## src/rtl/assert_macros.svh

```systemverilog
// ----------------------------------------------------------------------------
// Assertion macros
// Shared concurrent assertion forms, clocked on clk and disabled in reset.
// ----------------------------------------------------------------------------
`ifndef ASSERT_MACROS_SVH
`define ASSERT_MACROS_SVH

// condition holds at every edge
`define ATS_ASSERT_ALWAYS(label, cond, msg) \
    label: assert property (@(posedge clk) disable iff (!rst_n) (cond)) else $error(msg);

// consequent holds in the same cycle as the antecedent
`define ATS_ASSERT_IMP(label, ante, cons, msg) \
    label: assert property (@(posedge clk) disable iff (!rst_n) (ante) |-> (cons)) \
        else $error(msg);

// consequent holds in the cycle after the antecedent
`define ATS_ASSERT_NXT(label, ante, cons, msg) \
    label: assert property (@(posedge clk) disable iff (!rst_n) (ante) |=> (cons)) \
        else $error(msg);

`endif

```

## src/rtl/ats_pkg.sv

```systemverilog
// ----------------------------------------------------------------------------
// ats_pkg
// Field widths, register indexes, reset values and the command and status
// groups shared by the altitude statistics controller and datapath.
// ----------------------------------------------------------------------------
`default_nettype none

package ats_pkg;

    localparam int ALT_W      = 25;
    localparam int HYST_W     = 20;
    localparam int WLEN_W     = 7;
    localparam int TOTAL_W    = 40;
    localparam int CFG_IDX_W  = 2;
    localparam int CFG_DATA_W = 20;

    localparam logic [CFG_IDX_W-1:0] REG_WINDOW_LEN = 2'd0;
    localparam logic [CFG_IDX_W-1:0] REG_HYSTERESIS = 2'd1;

    localparam logic [WLEN_W-1:0] WINDOW_LEN_RESET = 7'd60;
    localparam logic [HYST_W-1:0] HYSTERESIS_RESET = 20'd10000;

    // controller to datapath
    typedef struct packed {
        logic load;       // transaction accepted: store sample, update marks
        logic rd_issue;   // read next older window entry
        logic acc;        // add read data to the window sum
        logic div_start;  // load divider, apply climb/drop totals
        logic div_step;   // one restoring division step
        logic out_load;   // move result into the output register
    } ats_cmd_t;

    // datapath to controller
    typedef struct packed {
        logic rd_done;    // all window entries read
        logic div_done;   // all quotient bits produced
    } ats_sts_t;

endpackage

`default_nettype wire

```

## src/rtl/ats_ctrl.sv

```systemverilog
// ----------------------------------------------------------------------------
// ats_ctrl
// Sequencer: accept a sample, sweep the window, run the divider, then hand
// the result to the output register when it is free.
// ----------------------------------------------------------------------------
`default_nettype none
`include "assert_macros.svh"

module ats_ctrl
(
    input  wire logic             clk,
    input  wire logic             rst_n,
    input  wire logic             in_valid,
    output logic                  in_stall,
    output logic                  out_valid,
    input  wire logic             out_stall,
    input  wire ats_pkg::ats_sts_t sts,
    output ats_pkg::ats_cmd_t     cmd
);
    import ats_pkg::*;

    typedef enum logic [1:0] {
        ST_IDLE,
        ST_READ,
        ST_DIV,
        ST_FINISH
    } state_t;

    state_t state_reg;
    state_t state_next;
    logic   acc_pend_reg;
    logic   acc_pend_next;
    logic   out_valid_reg;
    logic   out_valid_next;

    always_comb
    begin
        cmd        = '0;
        state_next = state_reg;
        case (state_reg)
            ST_IDLE:
            begin
                if (in_valid)
                begin
                    cmd.load   = 1'b1;
                    state_next = ST_READ;
                end
            end
            ST_READ:
            begin
                cmd.rd_issue = !sts.rd_done;
                cmd.acc      = acc_pend_reg;
                if (sts.rd_done && !acc_pend_reg)
                begin
                    cmd.div_start = 1'b1;
                    state_next    = ST_DIV;
                end
            end
            ST_DIV:
            begin
                if (sts.div_done)
                    state_next = ST_FINISH;
                else
                    cmd.div_step = 1'b1;
            end
            ST_FINISH:
            begin
                // hold until the previous result has been taken
                if (!out_valid_reg || !out_stall)
                begin
                    cmd.out_load = 1'b1;
                    state_next   = ST_IDLE;
                end
            end
            default:
            begin
                state_next = ST_IDLE;
            end
        endcase
    end

    // read data is registered, so it returns in the cycle after the read is issued
    assign acc_pend_next  = cmd.rd_issue;
    assign out_valid_next = cmd.out_load | (out_valid_reg & out_stall);

    always_ff @(posedge clk or negedge rst_n)
    begin
        if (!rst_n)
        begin
            state_reg     <= ST_IDLE;
            acc_pend_reg  <= 1'b0;
            out_valid_reg <= 1'b0;
        end
        else
        begin
            state_reg     <= state_next;
            acc_pend_reg  <= acc_pend_next;
            out_valid_reg <= out_valid_next;
        end
    end

    assign in_stall  = (state_reg != ST_IDLE);
    assign out_valid = out_valid_reg;

    `ATS_ASSERT_ALWAYS(a_cmd_exclusive, $onehot0({cmd.load, cmd.rd_issue, cmd.div_start, cmd.div_step, cmd.out_load}), "ats_ctrl: overlapping commands")
    `ATS_ASSERT_IMP(a_no_overwrite, cmd.out_load, !(out_valid_reg && out_stall), "ats_ctrl: result overwritten while held")
    `ATS_ASSERT_NXT(a_issue_then_acc, cmd.rd_issue, cmd.acc, "ats_ctrl: read data not accumulated")

endmodule

`default_nettype wire

```

## src/rtl/ats_dp.sv

```systemverilog
// ----------------------------------------------------------------------------
// ats_dp
// Datapath: sample ring memory, window sum, restoring divider for the floor
// mean, low/high marks, hysteresis tracking and the output register.
// ----------------------------------------------------------------------------
`default_nettype none
`include "assert_macros.svh"

module ats_dp #(
    parameter int MAX_WINDOW = 64
)
(
    input  wire logic                                 clk,
    input  wire logic                                 rst_n,
    input  wire ats_pkg::ats_cmd_t                    cmd,
    output ats_pkg::ats_sts_t                         sts,
    input  wire logic [ats_pkg::WLEN_W-1:0]           window_len,
    input  wire logic [ats_pkg::HYST_W-1:0]           hysteresis,
    input  wire logic signed [ats_pkg::ALT_W-1:0]     altitude,
    output logic signed [ats_pkg::ALT_W-1:0]          current_alt,
    output logic signed [ats_pkg::ALT_W-1:0]          mean_alt,
    output logic signed [ats_pkg::ALT_W-1:0]          lowest_alt,
    output logic signed [ats_pkg::ALT_W-1:0]          highest_alt,
    output logic [ats_pkg::TOTAL_W-1:0]               total_ascent,
    output logic [ats_pkg::TOTAL_W-1:0]               total_descent
);
    import ats_pkg::*;

    localparam int PTR_W = $clog2(MAX_WINDOW);
    localparam int CNT_W = $clog2(MAX_WINDOW + 1);
    localparam int SUM_W = ALT_W + CNT_W;
    localparam int LEN_W = (CNT_W > WLEN_W) ? CNT_W : WLEN_W;
    localparam int REM_W = CNT_W + 1;
    localparam int DC_W  = $clog2(SUM_W + 1);

    // sample ring
    logic signed [ALT_W-1:0] mem [MAX_WINDOW];
    logic signed [ALT_W-1:0] rd_data_reg;

    logic [PTR_W-1:0]        wr_ptr_reg;
    logic [PTR_W-1:0]        wr_ptr_next;
    logic [PTR_W-1:0]        rd_ptr_reg;
    logic [PTR_W-1:0]        rd_ptr_dec;
    logic [CNT_W-1:0]        fill_reg;
    logic [CNT_W-1:0]        fill_next;
    logic [CNT_W-1:0]        n_reg;
    logic [CNT_W-1:0]        n_next;
    logic [CNT_W-1:0]        rd_left_reg;
    logic [LEN_W-1:0]        len_ext;
    logic [LEN_W-1:0]        eff_len;

    logic signed [SUM_W-1:0] sum_reg;
    logic [SUM_W-1:0]        sum_u;
    logic [SUM_W-1:0]        sum_mag;

    // divider
    logic [SUM_W-1:0]        quo_reg;
    logic [REM_W-1:0]        rem_reg;
    logic                    neg_reg;
    logic [DC_W-1:0]         div_cnt_reg;
    logic [REM_W-1:0]        rem_shift;
    logic [REM_W-1:0]        n_ext;
    logic                    quo_bit;
    logic [REM_W-1:0]        rem_step;
    logic [SUM_W-1:0]        mean_full;

    // marks and climb tracking
    logic signed [ALT_W-1:0] alt_reg;
    logic signed [ALT_W-1:0] low_reg;
    logic signed [ALT_W-1:0] high_reg;
    logic signed [ALT_W-1:0] ref_reg;
    logic                    seen_reg;
    logic signed [ALT_W:0]   alt_x;
    logic signed [ALT_W:0]   ref_x;
    logic signed [ALT_W:0]   delta_load;
    logic signed [ALT_W:0]   delta_reg;
    logic signed [ALT_W:0]   neg_delta;
    logic signed [ALT_W:0]   hyst_s;
    logic                    climb;
    logic                    drop;
    logic [TOTAL_W-1:0]      climb_reg;
    logic [TOTAL_W-1:0]      drop_reg;
    logic [TOTAL_W:0]        climb_sum;
    logic [TOTAL_W:0]        drop_sum;
    logic [TOTAL_W-1:0]      climb_sat;
    logic [TOTAL_W-1:0]      drop_sat;

    // output register
    logic signed [ALT_W-1:0] cur_out_reg;
    logic signed [ALT_W-1:0] mean_out_reg;
    logic signed [ALT_W-1:0] low_out_reg;
    logic signed [ALT_W-1:0] high_out_reg;
    logic [TOTAL_W-1:0]      asc_out_reg;
    logic [TOTAL_W-1:0]      dsc_out_reg;

    // window bookkeeping
    assign wr_ptr_next = (wr_ptr_reg == PTR_W'(MAX_WINDOW - 1)) ? '0 : wr_ptr_reg + 1'b1;
    assign rd_ptr_dec  = (rd_ptr_reg == '0) ? PTR_W'(MAX_WINDOW - 1) : rd_ptr_reg - 1'b1;
    assign fill_next   = (fill_reg == CNT_W'(MAX_WINDOW)) ? fill_reg : fill_reg + 1'b1;

    // zero length counts as one, clamp to the ring size
    assign len_ext = LEN_W'(window_len);

    always_comb
    begin
        if (len_ext == '0)
            eff_len = LEN_W'(1);
        else if (len_ext > LEN_W'(MAX_WINDOW))
            eff_len = LEN_W'(MAX_WINDOW);
        else
            eff_len = len_ext;
    end

    assign n_next = (LEN_W'(fill_next) < eff_len) ? fill_next : eff_len[CNT_W-1:0];

    // sum magnitude for the unsigned divider
    assign sum_u   = $unsigned(sum_reg);
    assign sum_mag = sum_reg[SUM_W-1] ? (~sum_u + 1'b1) : sum_u;

    assign rem_shift = {rem_reg[REM_W-2:0], quo_reg[SUM_W-1]};
    assign n_ext     = REM_W'(n_reg);
    assign quo_bit   = (rem_shift >= n_ext);
    assign rem_step  = quo_bit ? (rem_shift - n_ext) : rem_shift;

    // floor toward minus infinity: -q - 1 is ~q when a remainder is left
    always_comb
    begin
        if (!neg_reg)
            mean_full = quo_reg;
        else if (rem_reg != '0)
            mean_full = ~quo_reg;
        else
            mean_full = ~quo_reg + 1'b1;
    end

    // climb and drop against the reference
    assign alt_x      = {altitude[ALT_W-1], altitude};
    assign ref_x      = {ref_reg[ALT_W-1], ref_reg};
    assign delta_load = seen_reg ? (alt_x - ref_x) : '0;
    assign neg_delta  = -delta_reg;
    assign hyst_s     = {{(ALT_W + 1 - HYST_W){1'b0}}, hysteresis};
    assign climb      = (delta_reg > hyst_s);
    assign drop       = (neg_delta > hyst_s);
    assign climb_sum  = {1'b0, climb_reg} + (TOTAL_W + 1)'(delta_reg[ALT_W-1:0]);
    assign drop_sum   = {1'b0, drop_reg} + (TOTAL_W + 1)'(neg_delta[ALT_W-1:0]);
    assign climb_sat  = climb_sum[TOTAL_W] ? '1 : climb_sum[TOTAL_W-1:0];
    assign drop_sat   = drop_sum[TOTAL_W] ? '1 : drop_sum[TOTAL_W-1:0];

    // ring memory: write on accept, registered read
    always_ff @(posedge clk)
    begin
        if (cmd.load)
            mem[wr_ptr_reg] <= altitude;
        if (cmd.rd_issue)
            rd_data_reg <= mem[rd_ptr_reg];
    end

    // state with a defined reset
    always_ff @(posedge clk or negedge rst_n)
    begin
        if (!rst_n)
        begin
            wr_ptr_reg  <= '0;
            fill_reg    <= '0;
            rd_left_reg <= '0;
            div_cnt_reg <= '0;
            seen_reg    <= 1'b0;
            low_reg     <= '0;
            high_reg    <= '0;
            ref_reg     <= '0;
            climb_reg   <= '0;
            drop_reg    <= '0;
        end
        else
        begin
            if (cmd.load)
            begin
                wr_ptr_reg  <= wr_ptr_next;
                fill_reg    <= fill_next;
                rd_left_reg <= n_next;
                seen_reg    <= 1'b1;
                if (!seen_reg)
                begin
                    low_reg   <= altitude;
                    high_reg  <= altitude;
                    ref_reg   <= altitude;
                    climb_reg <= '0;
                    drop_reg  <= '0;
                end
                else
                begin
                    if (altitude < low_reg)
                        low_reg <= altitude;
                    if (altitude > high_reg)
                        high_reg <= altitude;
                end
            end
            if (cmd.rd_issue)
                rd_left_reg <= rd_left_reg - 1'b1;
            if (cmd.div_start)
            begin
                div_cnt_reg <= DC_W'(SUM_W);
                if (climb)
                begin
                    climb_reg <= climb_sat;
                    ref_reg   <= alt_reg;
                end
                else if (drop)
                begin
                    drop_reg <= drop_sat;
                    ref_reg  <= alt_reg;
                end
            end
            if (cmd.div_step)
                div_cnt_reg <= div_cnt_reg - 1'b1;
        end
    end

    // payload
    always_ff @(posedge clk)
    begin
        if (cmd.load)
        begin
            alt_reg    <= altitude;
            delta_reg  <= delta_load;
            n_reg      <= n_next;
            rd_ptr_reg <= wr_ptr_reg;
            sum_reg    <= '0;
        end
        if (cmd.rd_issue)
            rd_ptr_reg <= rd_ptr_dec;
        if (cmd.acc)
            sum_reg <= sum_reg + {{(SUM_W - ALT_W){rd_data_reg[ALT_W-1]}}, rd_data_reg};
        if (cmd.div_start)
        begin
            quo_reg <= sum_mag;
            rem_reg <= '0;
            neg_reg <= sum_reg[SUM_W-1];
        end
        if (cmd.div_step)
        begin
            quo_reg <= {quo_reg[SUM_W-2:0], quo_bit};
            rem_reg <= rem_step;
        end
        if (cmd.out_load)
        begin
            cur_out_reg  <= alt_reg;
            mean_out_reg <= mean_full[ALT_W-1:0];
            low_out_reg  <= low_reg;
            high_out_reg <= high_reg;
            asc_out_reg  <= climb_reg;
            dsc_out_reg  <= drop_reg;
        end
    end

    assign sts.rd_done  = (rd_left_reg == '0);
    assign sts.div_done = (div_cnt_reg == '0);

    assign current_alt   = cur_out_reg;
    assign mean_alt      = mean_out_reg;
    assign lowest_alt    = low_out_reg;
    assign highest_alt   = high_out_reg;
    assign total_ascent  = asc_out_reg;
    assign total_descent = dsc_out_reg;

    `ATS_ASSERT_IMP(a_read_bound, cmd.rd_issue, !sts.rd_done, "ats_dp: window read beyond count")
    `ATS_ASSERT_IMP(a_div_bound, cmd.div_step, !sts.div_done, "ats_dp: divider stepped past end")
    `ATS_ASSERT_NXT(a_count_valid, cmd.load, (n_reg != '0) && (n_reg <= fill_reg), "ats_dp: averaging count out of range")

endmodule

`default_nettype wire

```

## src/rtl/altitude_track_statistics_core.sv

```systemverilog
// ----------------------------------------------------------------------------
// altitude_track_statistics_core
// Altitude statistics over a sample stream: windowed floor mean, min/max
// since reset and saturating ascent/descent totals with hysteresis.
// ----------------------------------------------------------------------------
// Each accepted altitude sample produces one result. The block works on one
// sample at a time: it reads the n samples averaged (at most MAX_WINDOW, one
// ring-memory read per cycle), then runs the one-bit-per-cycle divider for
// SUM_W = 25 + clog2(MAX_WINDOW + 1) steps. A finished result waits in the
// output register while the next sample is accepted. The ring memory needs
// no clearing: only entries already written are ever averaged. Write the
// configuration registers only while the block is idle; cfg_ready is always
// high.
`default_nettype none

module altitude_track_statistics_core #(
    parameter int MAX_WINDOW = 64
)
(
    input  wire logic                                 clk,
    input  wire logic                                 rst_n,
    input  wire logic                                 in_valid,
    output logic                                      in_stall,
    input  wire logic signed [ats_pkg::ALT_W-1:0]     altitude,
    output logic                                      out_valid,
    input  wire logic                                 out_stall,
    output logic signed [ats_pkg::ALT_W-1:0]          current_alt,
    output logic signed [ats_pkg::ALT_W-1:0]          mean_alt,
    output logic signed [ats_pkg::ALT_W-1:0]          lowest_alt,
    output logic signed [ats_pkg::ALT_W-1:0]          highest_alt,
    output logic [ats_pkg::TOTAL_W-1:0]               total_ascent,
    output logic [ats_pkg::TOTAL_W-1:0]               total_descent,
    input  wire logic                                 cfg_valid,
    output logic                                      cfg_ready,
    input  wire logic [ats_pkg::CFG_IDX_W-1:0]        cfg_index,
    input  wire logic [ats_pkg::CFG_DATA_W-1:0]       cfg_data
);
    import ats_pkg::*;

    logic [WLEN_W-1:0] window_len_reg;
    logic [HYST_W-1:0] hyst_reg;
    ats_cmd_t          cmd;
    ats_sts_t          sts;

    assign cfg_ready = 1'b1;

    // register writes; unknown indexes drop
    always_ff @(posedge clk or negedge rst_n)
    begin
        if (!rst_n)
        begin
            window_len_reg <= WINDOW_LEN_RESET;
            hyst_reg       <= HYSTERESIS_RESET;
        end
        else if (cfg_valid && cfg_ready)
        begin
            case (cfg_index)
                REG_WINDOW_LEN: window_len_reg <= cfg_data[WLEN_W-1:0];
                REG_HYSTERESIS: hyst_reg       <= cfg_data[HYST_W-1:0];
                default:        ;
            endcase
        end
    end

    ats_ctrl u_ctrl
    (
        .clk       (clk),
        .rst_n     (rst_n),
        .in_valid  (in_valid),
        .in_stall  (in_stall),
        .out_valid (out_valid),
        .out_stall (out_stall),
        .sts       (sts),
        .cmd       (cmd)
    );

    ats_dp #(
        .MAX_WINDOW (MAX_WINDOW)
    ) u_dp
    (
        .clk           (clk),
        .rst_n         (rst_n),
        .cmd           (cmd),
        .sts           (sts),
        .window_len    (window_len_reg),
        .hysteresis    (hyst_reg),
        .altitude      (altitude),
        .current_alt   (current_alt),
        .mean_alt      (mean_alt),
        .lowest_alt    (lowest_alt),
        .highest_alt   (highest_alt),
        .total_ascent  (total_ascent),
        .total_descent (total_descent)
    );

endmodule

`default_nettype wire
```

## config.mk

```make
export PLATFORM = sky130hd
export DESIGN_NAME = altitude_track_statistics_core
export DESIGN_NICKNAME = d
export VERILOG_FILES = /design/src/rtl/ats_pkg.sv /design/src/rtl/ats_ctrl.sv /design/src/rtl/ats_dp.sv /design/src/rtl/altitude_track_statistics_core.sv
export VERILOG_INCLUDE_DIRS = /design/src /design/src/rtl
export SDC_FILE = /design/constraint.sdc
export NUM_CORES = 2
export LEC_CHECK = 0
export BUFFER_PORTS_ARGS = -buffer_cell sky130_fd_sc_hd__buf_2
export CAP_MARGIN = 10
export CORE_MARGIN = 10
export CORE_UTILIZATION = 61
export DETAILED_ROUTE_END_ITERATION = 12
export GPL_TIMING_DRIVEN = 0
export PLACE_DENSITY = 0.9
export SLEW_MARGIN = 10
export SYNTH_ARGS = -nofsm -noshare
export SYNTH_HDL_FRONTEND = slang
export SYNTH_SLANG_ARGS = --single-unit
```

## constraint.sdc

```tcl
create_clock -name clk -period 24 [get_ports clk]
set_input_delay 3.6 -clock clk [delete_from_list [all_inputs] [get_ports clk]]
set_output_delay 3.6 -clock clk [all_outputs]
set_load 0.02 [all_outputs]
```

-- Word-level counts from Yosys, hierarchy flattened
Memory sizes are Yosys's and may differ from the RTL's. A register that Yosys moved wholly into a read port is not among the register bits.
Index checks and enable logic that the tools add are counted.
- bits in registers: 530
- RAM bits: 1600
- input bits: 52
- output and inout bits: 183
- memories: 1
- memories (name ; depth ; width ; rd ports ; clocked after memory_dff ; wr ports ; line ; source):
    u_dp.mem ; 64 ; 25 ; 1 ; 1 ; 1 ; ats_dp.sv:37 ; logic signed [ALT_W-1:0] mem [MAX_WINDOW];
- $add $sub $neg: 13
- magnitude comparators: 7
- eq/ne operators: 12
- multiplexer cells: 57
- bitwise operators: 4
- reductions and logical operators: 22
- operators with widths (cell ; count):
    $mux W40 ; 11
    $mux W25 ; 11
    $mux W32 ; 5
    $add A40 B25 Y41 ; 2
    $gt A26 B21 Y1 ; 2
    $mux W7 ; 6
    $mux W6 ; 6
    $add A32 B1 Y32 const B ; 1
    $add A32 B32 Y32 ; 1
    $not A32 Y32 ; 1
    $neg A26 Y26 ; 1
    $sub A25 B25 Y26 ; 1
    $add A25 B1 Y25 const B ; 1
    $gt A25 B25 Y1 ; 1
    $lt A25 B25 Y1 ; 1
    $not A25 Y25 ; 1
    $mux W8 ; 3
    $logic_not A7 Y1 ; 2
    $logic_not A6 Y1 ; 2
    $sub A6 B1 Y6 const B ; 2
    $mux W1 ; 9
    $ge A8 B7 Y1 ; 1
    $mux W2 ; 4
    $ne A2 B2 Y1 const B ; 4
    23 further kinds ; 36

-- Logic depth before layout (Yosys ltp)
- depth in word-level cells: 7
- depth in mapped cells: 18

-- Hierarchy
From an unflattened synthesis, not the netlist that was laid out.
- cell total of the unflattened synthesis: 5094
- area, all modules: 91122.4 µm²
- by module, submodules not included (module ; instances ; cells each ; area an instance (µm²) ; sequential area each (µm²)):
    ats_dp ; 1 ; 5007 ; 89774.9 ; 62870.3
    altitude_track_statistics_core ; 1 ; 60 ; 1051.0 ; 686.9
    ats_ctrl ; 1 ; 27 ; 296.5 ; 100.1

-- Worst setup path before layout
OpenSTA, ideal clock, no wires.
- path kind: input -> register
- start: in out_stall
- end: reg u_dp.cur_out_reg[0], in the netlist u_dp.current_alt[0] (enable)
- arrival time: 16530 ps
- required time: 23004 ps
- slack: 6474 ps
- stages on the path: 1
- buffers on the path: 0
- path through: a21boi_0
- cells in the longest elaborated chain, start to end: 4
- ends and longest elaborated chain (item ; line ; source):
    start: declaration ; altitude_track_statistics_core.sv:26 ; input wire logic out_stall,
    $logic_not A1 Y1 ; ats_ctrl.sv:69 ; if (!out_valid_reg || !out_stall)
    $logic_or A1 B1 Y1 ; ats_ctrl.sv:69 ;
    $mux W1 ; ats_ctrl.sv:69 ;
    $mux W1 ; ats_ctrl.sv:40 ; case (state_reg)
    end signal: assignment ; ats_dp.sv:247 ; cur_out_reg <= alt_reg;
    end: declaration ; ats_dp.sv:89 ; logic signed [ALT_W-1:0] cur_out_reg;
Every way passes these cells.
A chain may end at the register's enable or synchronous reset.

-- Final worst setup path
- start: in in_valid
- end: reg u_dp.climb_reg[18]
- cells in the longest elaborated chain, start to end: 5
- ends and longest elaborated chain (item ; line ; source):
    start: declaration ; altitude_track_statistics_core.sv:22 ; input wire logic in_valid,
    $mux W1 (*) ; ats_ctrl.sv:43 ; if (in_valid)
    $mux W1 (*) ; ats_ctrl.sv:40 ;
    $mux W40 (*) ; ats_dp.sv:176 ; if (cmd.load)
    $mux W40 ; ats_dp.sv:203 ; if (climb)
    $mux W40 (*) ; ats_dp.sv:200 ; if (cmd.div_start)
    end signal: assignment ; ats_dp.sv:205 ; climb_reg <= climb_sat;
    end: declaration ; ats_dp.sv:81 ; logic [TOTAL_W-1:0] climb_reg;
Mark *: on every way between the ends. The rest lies on a longest branch, timed or not.

==> impl_metrics.toml <==
[worst_setup_path]
cp_slowest_cell = "clkinv_1"
cp_common_cell = "clkbuf_1"
max_stage_delay_ns = 1.22
cp_max_fo = 11
reg2reg_depth = 10
crit_chain = "buf_2 -> nand2_1 -> clkinv_1 -> nand2b_1 -> clkbuf_1 -> clkbuf_1 -> clkbuf_1 -> nand2_1 -> o21ai_0"
critPathLaunchType = "primary input"
worstPathArrival_ns = 8.49
crit_type = "primary input to flip-flop"
worstPathRequired_ns = 24.76
cp-end-kind = "flip-flop"

[routing]
via_per_inst = 7.445
ant_nets = 0
drc_errors = 0
totalWireLength_um = 296700
dr.pass1.iters = 12
vias = 57340
wl_per_cell_um = 38.52
drt_iter0_markers = 10130

[power_and_ir_drop]
vdd.ir_drop.worst_uv = 127.9
netSwitchingPower_mw = 4.927
power_density_nw_per_um2 = 129.2
p_clk_share_pct = 25.3
intPower_mw = 8.390
p_seq_share_pct = 37.3
total_leakage_power_nw = 35.31
power_frac_comb_pct = 37.4
power_switching_share_pct = 37.00

[clocking]
ctsResizeCount = 0
numCtsBuffers = 202
ctsLongestPathBuffers = 3
clk_latency_ns = 0.89
cts_sinks = 2155
post_cts_buffers = 0
path_clk_slew_ns = 0.07
holdBufCountCts = 0
cts_root_buffer = "clkbuf_16"
cts_max_level = 4
cts_tree = "yes"

[yosys]
avgSynthCellArea_um2 = 17.86
yosysSeqAreaShare_pct = 70.10
yosysUniqueCellTypes = 94
synth-edff-count = 1942
async_reset_ff_share_pct = 9.884
yosysWarnings = 0
synth_flop_cell = "edfxtp_1"
synthCells = 5085
syn_area_um2 = 90810
ys_ff_latch = 2155
syn_nets = 5371

[place]
globalplace.congestion = 0.9529
placed_area_um2 = 96190
dp_cells = 7305
preCtsSetupSlack_ns = 15.70
port_buffers = 233
dp_hpwl_um = 176400

[global_routing]
grt_use_met1_pct = 41.76
grt_max_degree = 81
grt_busiest_layer = "met2"
antenna_found_initial = 32
grt-ovfl-total = 0
use_met3_pct = 11.31
first_global_vias = 56060
grt_use_met2_pct = 56.02
grtUsageTotal_pct = 35.70
grt_pass1_wl_um = 417600

[layout]
largest_register_ffs = 1600
syn2layout_area_growth_pct = 13.53
fin_nets = 5868
final_cell_area_um2 = 103100
drive_gt1_share_pct = 23.11
regMostFlops = "u_dp.mem"
fin_cells = 7701

[timing]
finalSetupTns_ns = 0
finalCriticalPeriod_ns = 7.725
hold_violations = 0
worst_pin_slew_ns = 1.348
setup_viol = 0
finalCritPeriodShare_pct = 32.19
drv_slew = 0
clock_skew_ns = 0.07555
fmax_mhz = 129.5
rsz0062_at_grt = "false"
slew_headroom_pct = 10.17
setup_slack_ns = 16.28
hold-worst-slack_ns = 0.4624

[floorplan]
die_h_um = 405.8
rows = 141
dieWidth_um = 405.8
initial_core_util_pct = 61.42
core_area_um2 = 147800
dieArea_um2 = 164700
ios = 235

[hold_path]
hp-class = "flip-flop to flip-flop"
hold_depth = 0

[run]
drv_cap = 0

[run_status]
status = "completed"
## cell families after synthesis
family	after synthesis	share of synthesized area [%]
AO/OA/AOI/OAI	692	4.763
XOR/XNOR	185	1.784
adder cells (fa/ha/maj)	234	3.266
buffers and inverters	369	1.542
flip-flops	2155	70.10
multiplexers	611	14.08
other	1	0.004130
AND/OR/NAND/NOR	838	4.464
## synthesized netlist by cell type (all sizes together) (6+ instances only)
cell type | n | area share (%)
a2111oi | 6 | 0.065
a211o | 7 | 0.068
a211oi | 26 | 0.22
a21o | 85 | 0.70
a21oi | 195 | 1.1
a311oi | 6 | 0.065
a31oi | 58 | 0.40
a41oi | 7 | 0.068
and2 | 25 | 0.17
and3 | 26 | 0.18
buf | 50 | 0.22
clkbuf | 155 | 0.64
dfrtp | 204 | 5.6
dfstp | 9 | 0.26
edfxtp | 1942 | 64
ha | 229 | 3.2
inv | 163 | 0.67
mux2 | 78 | 0.97
mux2i | 8 | 0.088
mux4 | 525 | 13
nand2 | 250 | 1.0
nand2b | 25 | 0.18
nand3 | 61 | 0.34
nand3b | 9 | 0.074
nand4 | 31 | 0.21
nor2 | 248 | 1.0
nor2b | 30 | 0.21
nor3 | 54 | 0.33
nor3b | 6 | 0.050
nor4 | 14 | 0.14
o2111ai | 8 | 0.077
o211ai | 9 | 0.074
o21a | 25 | 0.21
o21ai | 177 | 0.98
o21bai | 11 | 0.091
o22ai | 6 | 0.041
o31ai | 23 | 0.20
o41ai | 8 | 0.085
or2 | 8 | 0.055
or3 | 14 | 0.096
or4 | 17 | 0.14
xnor2 | 106 | 1.0
xor2 | 79 | 0.76
## final timing paths
| path | startpoint | end | slack, ns |
|---|---|---|---|
| worst max-delay path | in_valid | u_dp.climb_reg[18]$_DFF_PN0_ | 16.28 |
| worst min-delay path | u_dp.high_reg[1]$_DFFE_PN0P_ | u_dp.highest_alt[1]$_DFFE_PP_ | 0.46 |
| worst max register to register | u_ctrl.state_reg[0]$_DFFE_PN0P_ | u_dp.climb_reg[18]$_DFF_PN0_ | 18.33 |
| worst min register to register | u_dp.high_reg[1]$_DFFE_PN0P_ | u_dp.highest_alt[1]$_DFFE_PP_ | 0.46 |
| max in group asynchronous | rst_n | u_dp.low_reg[8]$_DFFE_PN0P_ | 20.36 |
| min in group asynchronous | rst_n | u_dp.climb_reg[22]$_DFF_PN0_ | 2.70 |
## power by group through the flow
stage	sequential (mW)	combinational, mW	clock (mW)
5_1_grt	4.99	5.13	3.48
3_3_place_gp	5.06	4.21	0
3_5_place_dp	5.01	4.55	0
2_1_floorplan	5.03	2.88	0
6_report	4.97	4.98	3.37
4_1_cts	4.95	4.74	3.35
## stage by stage
step / power [mW] / utilization (%)
detailed placement: 9.563 / 65.07
floorplan: 7.910 / -
CTS: 13.04 / 69.65
finish: 13.32 / 69.74
global placement: 9.270 / 63.85
global route: 13.60 / 69.72
## critical path, delay by kind of cell
family                 cells  cell delay [ns]
AO/OA/AOI/OAI              1             0.18
buffers and inverters      5             3.27
AND/OR/NAND/NOR            3             1.38
## layout make-up
type | count | area, um^2
Inverter | 164 | 615.6
Sequential cell | 2155 | 63660
Multi-Input combinational cell | 2561 | 26250
Buffer | 205 | 800.8
Fill cell | 8235 | 44740
Tap cell | 1930 | 2415
Clock buffer | 246 | 5301
Timing Repair Buffer | 293 | 2541
Clock inverter | 132 | 1478
Antenna cell | 15 | 37.54
## per-layer routing
metal  share of wire (%)  vias to the layer above
li1                    -                    21360
met1                  30                    28090
met2                  46                     6126
met3                  13                     1728
met4                 9.7                       36
met5                0.13                        -
## cell usage in the layout (no fill, tap or decap), types with 30 or more instances in the layout
cell type	instances
buf_2	217
inv_1	160
a21oi_1	194
nand2_1	248
clkbuf_16	203
o21ai_0	171
xnor2_1	106
a31oi_1	58
xor2_1	79
nor2_1	185
ha_1	229
nand4_1	31
clkinv_2	34
buf_1	33
clkbuf_1	188
nor3_1	47
edfxtp_1	1942
clkinv_1	43
mux4_2	525
a21o_1	85
dfrtp_1	204
buf_4	30
mux2_2	78
nand3_1	59
nor2_4	61
(Power assumes the default switching activity.)
